===== src/hdl/ppc_pkg.sv =====
package ppc_pkg;

  localparam int PAGE_SHIFT = 12;
  localparam int ADDR_W     = 32;
  localparam int PAGE_W     = 20;
  localparam int WIN_W      = 21;

  localparam int IN_TDATA_W  = 88;
  localparam int IN_TUSER_W  = 2;
  localparam int OUT_TDATA_W = 24;
  localparam int CFG_IDX_W   = 2;

  typedef enum logic [1:0] {
    OP_LOAD  = 2'd0,
    OP_QUERY = 2'd1,
    OP_CLEAR = 2'd2,
    OP_NONE  = 2'd3
  } op_t;

  typedef enum logic [1:0] {
    PERM_NONE     = 2'd0,
    PERM_RESERVED = 2'd1,
    PERM_USABLE   = 2'd2,
    PERM_UNUSED   = 2'd3
  } perm_t;

  localparam logic [CFG_IDX_W-1:0] REG_USER_LOW  = 2'd0;
  localparam logic [CFG_IDX_W-1:0] REG_USER_HIGH = 2'd1;

  localparam logic [WIN_W-1:0] USER_LOW_RESET  = 21'd262144;
  localparam logic [WIN_W-1:0] USER_HIGH_RESET = 21'd983040;

  // One region as kept in the table memory; the end address is folded in at load.
  typedef struct packed {
    logic              usable;
    logic [ADDR_W-1:0] end_addr;
    logic [ADDR_W-1:0] start;
  } region_entry_t;

  typedef struct packed {
    logic hit;
    logic usable;
  } region_match_t;

endpackage


===== src/hdl/ppc_region_table.sv =====
module ppc_region_table #(
  parameter int DEPTH  = 32,
  parameter int ADDR_W = 5
) (
  input  logic                          clk,
  input  logic                          wr_en,
  input  logic [ADDR_W-1:0]             wr_addr,
  input  ppc_pkg::region_entry_t        wr_entry,
  input  logic [ADDR_W-1:0]             rd_addr,
  input  logic [ppc_pkg::ADDR_W-1:0]    page_lo,
  input  logic [ppc_pkg::ADDR_W-1:0]    page_hi,
  output ppc_pkg::region_match_t        match
);
  import ppc_pkg::*;

  region_entry_t mem [DEPTH];
  region_entry_t rd_data;

  always_ff @(posedge clk) begin
    if (wr_en) begin
      mem[wr_addr] <= wr_entry;
    end
    rd_data <= mem[rd_addr];
  end

  // Region holds the whole page when it starts at or below the page and ends at or above it.
  always_comb begin
    match.hit    = (rd_data.start <= page_lo) && (rd_data.end_addr >= page_hi);
    match.usable = rd_data.usable;
  end

endmodule


===== src/hdl/page_permission_classifier.sv =====
// Load and clear ops complete at the transfer; the block stays ready for the next input.
// A query outside the user window skips the scan and goes straight to its result; inside,
// it scans the table one entry per cycle through the single read port, and the result loads
// after a hit or after the last stored entry. Input is ready again as the result loads;
// a result still waiting on the output holds the next one back.
// Reset empties the table (no clearing pass), zeroes page count and overflow, restores window.
module page_permission_classifier #(
  parameter int MAX_REGIONS = 32
) (
  input  logic                               clk,
  input  logic                               rst,
  // Input stream.
  input  logic                               s_axis_tvalid,
  output logic                               s_axis_tready,
  // region_start[31:0], region_length[63:32], region_usable[64], page_index[84:65]
  input  logic [ppc_pkg::IN_TDATA_W-1:0]     s_axis_tdata,
  // op[1:0]
  input  logic [ppc_pkg::IN_TUSER_W-1:0]     s_axis_tuser,
  // Result stream.
  output logic                               m_axis_tvalid,
  input  logic                               m_axis_tready,
  // permission[1:0], page_count[21:2], in_range[22], overflow[23]
  output logic [ppc_pkg::OUT_TDATA_W-1:0]    m_axis_tdata,
  // Configuration write channel.
  input  logic                               cfg_valid,
  output logic                               cfg_ready,
  input  logic [ppc_pkg::CFG_IDX_W-1:0]      cfg_index,
  input  logic [ppc_pkg::WIN_W-1:0]          cfg_data
);
  import ppc_pkg::*;

  localparam int CNT_W = $clog2(MAX_REGIONS + 1);
  localparam int AW    = (MAX_REGIONS > 1) ? $clog2(MAX_REGIONS) : 1;
  localparam logic [CNT_W-1:0] FULL_COUNT = CNT_W'(MAX_REGIONS);

  typedef enum logic [1:0] {
    ST_IDLE,
    ST_SCAN,
    ST_RESULT
  } state_t;

  state_t state;

  // Input field unpacking.
  op_t               in_op;
  logic [ADDR_W-1:0] in_start;
  logic [ADDR_W-1:0] in_length;
  logic              in_usable;
  logic [PAGE_W-1:0] in_page;

  assign in_op     = op_t'(s_axis_tuser[1:0]);
  assign in_start  = s_axis_tdata[31:0];
  assign in_length = s_axis_tdata[63:32];
  assign in_usable = s_axis_tdata[64];
  assign in_page   = s_axis_tdata[84:65];

  logic in_xfer;
  assign s_axis_tready = (state == ST_IDLE);
  assign in_xfer       = s_axis_tvalid && s_axis_tready;

  // Configuration registers: window bounds, taken at any time.
  logic [WIN_W-1:0] user_low;
  logic [WIN_W-1:0] user_high;

  assign cfg_ready = 1'b1;

  always_ff @(posedge clk) begin
    if (rst) begin
      user_low  <= USER_LOW_RESET;
      user_high <= USER_HIGH_RESET;
    end else if (cfg_valid && cfg_ready) begin
      case (cfg_index)
        REG_USER_LOW:  user_low  <= cfg_data;
        REG_USER_HIGH: user_high <= cfg_data;
        default: ;
      endcase
    end
  end

  // Load path: fold the end address and page count at the transfer.
  logic [CNT_W-1:0]  entry_count;
  logic [PAGE_W-1:0] max_pages;
  logic              overflow_seen;

  logic [ADDR_W-1:0] load_end;
  logic [ADDR_W-1:0] load_top;
  logic [PAGE_W-1:0] load_pages;
  logic              table_full;
  logic              load_xfer;
  logic              wr_en;
  region_entry_t     wr_entry;

  assign load_end   = in_start + in_length;
  assign load_top   = load_end + ADDR_W'(1);
  assign load_pages = load_top[ADDR_W-1:PAGE_SHIFT];
  assign table_full = (entry_count == FULL_COUNT);
  assign load_xfer  = in_xfer && (in_op == OP_LOAD);
  assign wr_en      = load_xfer && !table_full;

  always_comb begin
    wr_entry.usable   = in_usable;
    wr_entry.end_addr = load_end;
    wr_entry.start    = in_start;
  end

  always_ff @(posedge clk) begin
    if (rst) begin
      entry_count   <= '0;
      max_pages     <= '0;
      overflow_seen <= 1'b0;
    end else if (in_xfer) begin
      case (in_op)
        OP_LOAD: begin
          if (table_full) begin
            overflow_seen <= 1'b1;
          end else begin
            entry_count <= entry_count + CNT_W'(1);
            if (load_pages > max_pages) begin
              max_pages <= load_pages;
            end
          end
        end
        OP_CLEAR: begin
          entry_count <= '0;
          max_pages   <= '0;
        end
        default: ;
      endcase
    end
  end

  // Query path: hold the page and its byte bounds for the scan.
  logic [PAGE_W-1:0] q_page;
  logic [PAGE_W-1:0] q_page_inc;
  logic [ADDR_W-1:0] page_lo;
  logic [ADDR_W-1:0] page_hi;
  logic              outside_window;

  assign q_page_inc     = q_page + PAGE_W'(1);
  assign page_lo        = {q_page, {PAGE_SHIFT{1'b0}}};
  assign page_hi        = {q_page_inc, {PAGE_SHIFT{1'b0}}};
  assign outside_window = ({1'b0, in_page} < user_low) || ({1'b0, in_page} >= user_high);

  logic [CNT_W-1:0] idx;
  logic             chk_valid;
  region_match_t    match;

  ppc_region_table #(
    .DEPTH  (MAX_REGIONS),
    .ADDR_W (AW)
  ) u_table (
    .clk      (clk),
    .wr_en    (wr_en),
    .wr_addr  (entry_count[AW-1:0]),
    .wr_entry (wr_entry),
    .rd_addr  (idx[AW-1:0]),
    .page_lo  (page_lo),
    .page_hi  (page_hi),
    .match    (match)
  );

  perm_t             perm;
  perm_t             out_perm;
  logic [PAGE_W-1:0] out_pages;
  logic              out_in_range;
  logic              out_overflow;
  logic              out_free;

  assign out_free = !m_axis_tvalid || m_axis_tready;

  // Sequencer: issue one table read per cycle and check the entry read the cycle before.
  always_ff @(posedge clk) begin
    if (rst) begin
      state         <= ST_IDLE;
      idx           <= '0;
      chk_valid     <= 1'b0;
      m_axis_tvalid <= 1'b0;
    end else begin
      // Drop the transferred result unless a new one loads this cycle.
      if (m_axis_tvalid && m_axis_tready && (state != ST_RESULT)) begin
        m_axis_tvalid <= 1'b0;
      end
      case (state)
        ST_IDLE: begin
          if (in_xfer && (in_op == OP_QUERY)) begin
            q_page    <= in_page;
            idx       <= '0;
            chk_valid <= 1'b0;
            if (outside_window) begin
              perm  <= PERM_RESERVED;
              state <= ST_RESULT;
            end else begin
              state <= ST_SCAN;
            end
          end
        end
        ST_SCAN: begin
          if (chk_valid && match.hit) begin
            perm      <= match.usable ? PERM_USABLE : PERM_NONE;
            chk_valid <= 1'b0;
            state     <= ST_RESULT;
          end else if (idx == entry_count) begin
            // Last stored entry checked without a hit.
            perm      <= PERM_NONE;
            chk_valid <= 1'b0;
            state     <= ST_RESULT;
          end else begin
            idx       <= idx + CNT_W'(1);
            chk_valid <= 1'b1;
          end
        end
        ST_RESULT: begin
          // Hold the result until the output register frees up.
          if (out_free) begin
            m_axis_tvalid <= 1'b1;
            out_perm      <= perm;
            out_pages     <= max_pages;
            out_in_range  <= (q_page < max_pages);
            out_overflow  <= overflow_seen;
            state         <= ST_IDLE;
          end
        end
        default: begin
          state <= ST_IDLE;
        end
      endcase
    end
  end

  assign m_axis_tdata = {out_overflow, out_in_range, out_pages, out_perm};

  // Table never holds more than its capacity.
  a_count_bound: assert property (@(posedge clk) disable iff (rst)
    entry_count <= FULL_COUNT)
    else $error("entry count above capacity");

  // Scan index stays within the stored entries.
  a_scan_idx: assert property (@(posedge clk) disable iff (rst)
    (state == ST_SCAN) |-> (idx <= entry_count))
    else $error("scan index past entry count");

  // A dropped load leaves the table alone and marks overflow.
  a_full_drop: assert property (@(posedge clk) disable iff (rst)
    (load_xfer && table_full) |=> (overflow_seen && (entry_count == FULL_COUNT)))
    else $error("load into full table not dropped");

  // Overflow flag only falls on reset.
  a_overflow_sticky: assert property (@(posedge clk) disable iff (rst)
    overflow_seen |=> overflow_seen)
    else $error("overflow flag cleared");

  // No permission code beyond usable ever reaches the output.
  a_perm_code: assert property (@(posedge clk) disable iff (rst)
    m_axis_tvalid |-> (out_perm != PERM_UNUSED))
    else $error("bad permission code on output");

endmodule

===== config.mk =====
export PLATFORM = sky130hd
export DESIGN_NAME = page_permission_classifier
export DESIGN_NICKNAME = d
export VERILOG_FILES = /design/src/hdl/ppc_pkg.sv /design/src/hdl/ppc_region_table.sv /design/src/hdl/page_permission_classifier.sv
export SDC_FILE = /design/constraint.sdc
export NUM_CORES = 2
export LEC_CHECK = 0
export BUFFER_PORTS_ARGS = -buffer_cell sky130_fd_sc_hd__buf_2
export CAP_MARGIN = 5
export CORE_MARGIN = 2
export CORE_UTILIZATION = 59
export CTS_BUF_LIST = sky130_fd_sc_hd__clkbuf_8
export CTS_CLUSTER_DIAMETER = 200
export DETAILED_ROUTE_END_ITERATION = 12
export GPL_TIMING_DRIVEN = 0
export PLACE_DENSITY_LB_ADDON = 0.12
export SYNTH_ARGS = -nofsm -noshare
export SYNTH_HDL_FRONTEND = slang
export SYNTH_SLANG_ARGS = --single-unit

===== constraint.sdc =====
create_clock -name clk -period 6.96 [get_ports clk]
set_clock_uncertainty 0.05 [all_clocks]
set_input_delay 1.044 -clock clk [delete_from_list [all_inputs] [get_ports clk]]
set_output_delay 1.044 -clock clk [all_outputs]
set_load 0.03 [all_outputs]

==> summary.txt <==
Clock tree
  • CTS tree: built
  • Clock sinks: 2,270
  • Root buf cell: clkbuf_8
  • H-tree Lvls: 5
  • Worst skew pair latency: 1070 ps
  • CTS clock-pin slew for the worst setup and hold paths: 60 ps
  • CTS Buf Count: 365
  • Longest Clk Path Bufs: 4

Placement
  • GPL Wtd Cong: 0.944
  • HPWL after DPL: 162,000 um
  • Buffers on Ports: 140
  • Dpl cells: 6,519

Global routing
  • Total GRT Usage: 0.310
  • Largest net degree at the start of global routing: 36
  • First-pass GRT wire length: 338,000 um
  • Initial antenna violation count: 8
  • Number of global-route vias before repair: 46.7k
  • Congestion Overflow GR: 0

Floorplan
  • Rows: 143
  • Std-Cell Core Area: 0.152 mm^2
  • Die area: 0.156 mm^2
  • Chip Width: 394 um
  • Chip Height: 394 um
  • Num ports: 145
  • Initial Utilization: 0.593

Power and ir drop
  • Leak Pwr: 33.1 nW
  • Register share of total power: 0.562
  • Int Pwr: 0.0211 W
  • PD cells: 265 mW/mm^2
  • Sw frac: 0.227
  • NetSw: 0.00620 W
  • Comb power frac: 0.061
  • Clock power frac: 0.376
  • Maximum vdd drop: 0.000244 V

Layout
  • Post-layout nets: 5,152
  • Non-filler cells in the finished layout: 7,182
  • Filler cell count in the final layout: 9,652
  • Share of cells above drive strength 1: 0.297
  • Multi-input gate area: 0.0226 mm^2
  • Area Overhead vs Synth: 14.6%
  • Register area: 0.0667 mm^2

Critical path
  • Req. time, crit path: 7870 ps
  • Reg2Reg Launch Point: q_page[0]$_DFFE_PP_
  • R2R setup slack: 1760 ps
  • R2R Path End: perm[0]$_SDFFCE_PN1P_
  • Crit path DAT: 7560 ps
  • FF-to-FF path depth: 14
  • CP Max Fanout: 33
  • Crit start category: primary input
  • Beginning of the critical path: s_axis_tdata[5]
  • Crit. End Element: register
  • CP Capture Point: max_pages[18]$_SDFFE_PP0P_
  • Crit Path Category: in -> reg

STA
  • RSZ-0062 raised after global routing: false
  • Max-slew violations: 0
  • Setup Viol. Count Final: 0
  • Fin. Hold Viols: 0
  • Minimum clock period: 6650 ps
  • Final period util: 0.955
  • Worst Tran Pin Value: 1360 ps
  • Worst hold slack: 197 ps
  • Normalized max-slew margin: 0.0901
  • Peak Freq: 0.150 GHz

Yosys
  • Ys flop type: edfxtp_1
  • Synth top area share: 0.710
  • Post-synth EDFFs: 2,126
  • Synthesized area per cell: 21.3 um^2
  • Top-count cell post-synth: edfxtp_1
  • Yosys cell types: 84
  • Synth area leaders: edfxtp_1 (71%), mux4_2 (16%), dfxtp_1 (3.2%)
  • Syn_nets: 4,492
  • Top cells by count, synth: edfxtp_1 (2,126), mux4_2 (650), nand2_1 (170)
  • Seq cells post-synth: 2,270
  • Async set-reset flop share out of synthesis: 0
  • Register area share after synthesis: 0.742
  • Synth warn: 0
  • Yosys top cell by area: edfxtp_1
  • Mapped Cells: 4,218
  • Synth Cell Area: 0.0899 mm^2

Route
  • Drt via density: 6.52
  • Remaining DRCs: 0
  • Routed Antenna Nets: 0
  • Via count: 46.8k
  • Drt initial violations: 5,939
  • Routed wire length: 239,000 um
  • 1st-pass router iterations: 7
  • Avg WL per Cell: 33.2 um

Worst hold path
  • Hold Crit Depth: 2
  • Hold Crit Class: in -> reg

Run
  • Max-cap violation count: 0

Status
  • Status: finished clean
[critical path, stage by stage]
cell,delay (ps)
buf_4,230
ha_2,620
nand2_1,170
o31a_1,400
xnor2_4,470
o2111a_1,370
nand4_2,180
nor4b_4,550
nand4_2,220
and4bb_1,470
and4_1,240
xnor2_1,100
ha_1,350
a21o_1,120
a21o_1,140
a21oi_1,80
nor2b_1,100
o21ai_0,90
a32o_1,260
or2_2,330
nor2_1,300
clkbuf_1,480
a22o_1,210
[sequential cells by signal, indices dropped and copies added, names as in the netlist, 6 cells and up]
register / count
max_pages: 20
entry_count: 6
out_pages: 20
u_table.mem: 2080
u_table.rd_data: 64
user_low: 21
idx: 6
user_high: 21
q_page: 20
[worst min path at each step]
stage,slack [ps],from,to
2_1_floorplan,350,perm[0]$_SDFFCE_PN1P_,out_perm[0]$_DFFE_PP_
3_3_place_gp,350,perm[1]$_SDFFCE_PN0P_,out_perm[1]$_DFFE_PP_
3_5_place_dp,360,perm[0]$_SDFFCE_PN1P_,out_perm[0]$_DFFE_PP_
4_1_cts,120,cfg_data[17],user_high[17]$_SDFFE_PP1P_
5_1_grt,170,cfg_data[17],user_high[17]$_SDFFE_PP1P_
6_report,200,cfg_data[17],user_high[17]$_SDFFE_PP1P_
[kinds of logic (layout without fill, tap and decap cells)]
logic type | Yosys count | after routing | share of synthesized area
other | 1 | 7 | 0.0000417
muxes | 706 | 706 | 0.170
xor gates and xnor gates | 69 | 71 | 0.00701
and+or+nand+nor | 428 | 429 | 0.0234
buffers and inverters | 289 | 1214 | 0.0124
adders and majority gates | 156 | 156 | 0.0218
AOI/OAI and AO/OA | 299 | 299 | 0.0236
DFF | 2270 | 2270 | 0.742
[area by class of cell]
| class | count | area share |
|---|---|---|
| sequential | 2270 | 0.648 |
| clock inverter | 246 | 0.0106 |
| multi-input combinational | 1662 | 0.219 |
| timing repair buffer | 290 | 0.0347 |
| inverter | 98 | 0.00364 |
| antenna | 6 | 0.000146 |
| clock buffer | 389 | 0.0520 |
| buffer | 191 | 0.00735 |
| tap | 2030 | 0.0246 |
[repair_timing]
item	4_1_cts	5_1_grt
setup buffers	5	7
gates resized for setup	11	24
pin swaps	5	5
cloned	3	0
setup endpoints to repair	14	14
hold buffers	0	0
[power by group through the flow]
stage | logic [W] | clock network [W] | registers, W
6_report | 0.00167 | 0.0103 | 0.0154
5_1_grt | 0.00180 | 0.0110 | 0.0154
4_1_cts | 0.00162 | 0.0105 | 0.0154
3_5_place_dp | 0.00158 | 0 | 0.0157
3_3_place_gp | 0.00142 | 0 | 0.0157
2_1_floorplan | 0.000863 | 0 | 0.0156
[metrics by stage]
| step | power (W) | utilization | instance area (um^2) | worst slack, ps | TNS, ps |
|---|---|---|---|---|---|
| finish | 0.0273 | 0.679 | 103000 | 312 | 0 |
| global route | 0.0282 | 0.679 | 103000 | 24.8 | 0 |
| CTS | 0.0274 | 0.677 | 103000 | 18.2 | 0 |
| detailed placement | 0.0172 | 0.634 | 96200 | -1670 | -27590 |
| global placement | 0.0171 | 0.614 | 93200 | -2820 | -5228980 |
| floorplan | 0.0165 | - | 89900 | 228 | 0 |
[metal layers]
layer / track usage / part of all wire / up-vias
met4: 0.114 / 0.037 / 2
met3: 0.0675 / 0.10 / 452
met1: 0.458 / 0.40 / 24600
met2: 0.464 / 0.46 / 2757
li1: - / - / 19000
met5: 0.00677 / 0.00063 / -
[layout by cell type, fill, tap and decap left out, types with 11 or more instances in the layout]
master    count
edfxtp_1   2126
mux4_2      650
clkbuf_8    389
inv_1       225
nand2_1     170
ha_1        154
dfxtp_1     144
buf_2       134
clkbuf_1    117
a21oi_1      93
buf_12       85
clkinv_1     80
a21o_1       59
nor2_1       57
buf_1        55
mux2_2       53
xnor2_1      36
nor2_4       32
nand4_1      31
nor3_1       28
buf_8        28
clkinv_2     27
o21ai_0      26
buf_16       21
nand3_1      19
buf_4        18
xor2_1       17
a22o_1       16
nand2b_1     12
clkbuf_4     11
No activity file was read; power rests on OpenSTA's default activity.
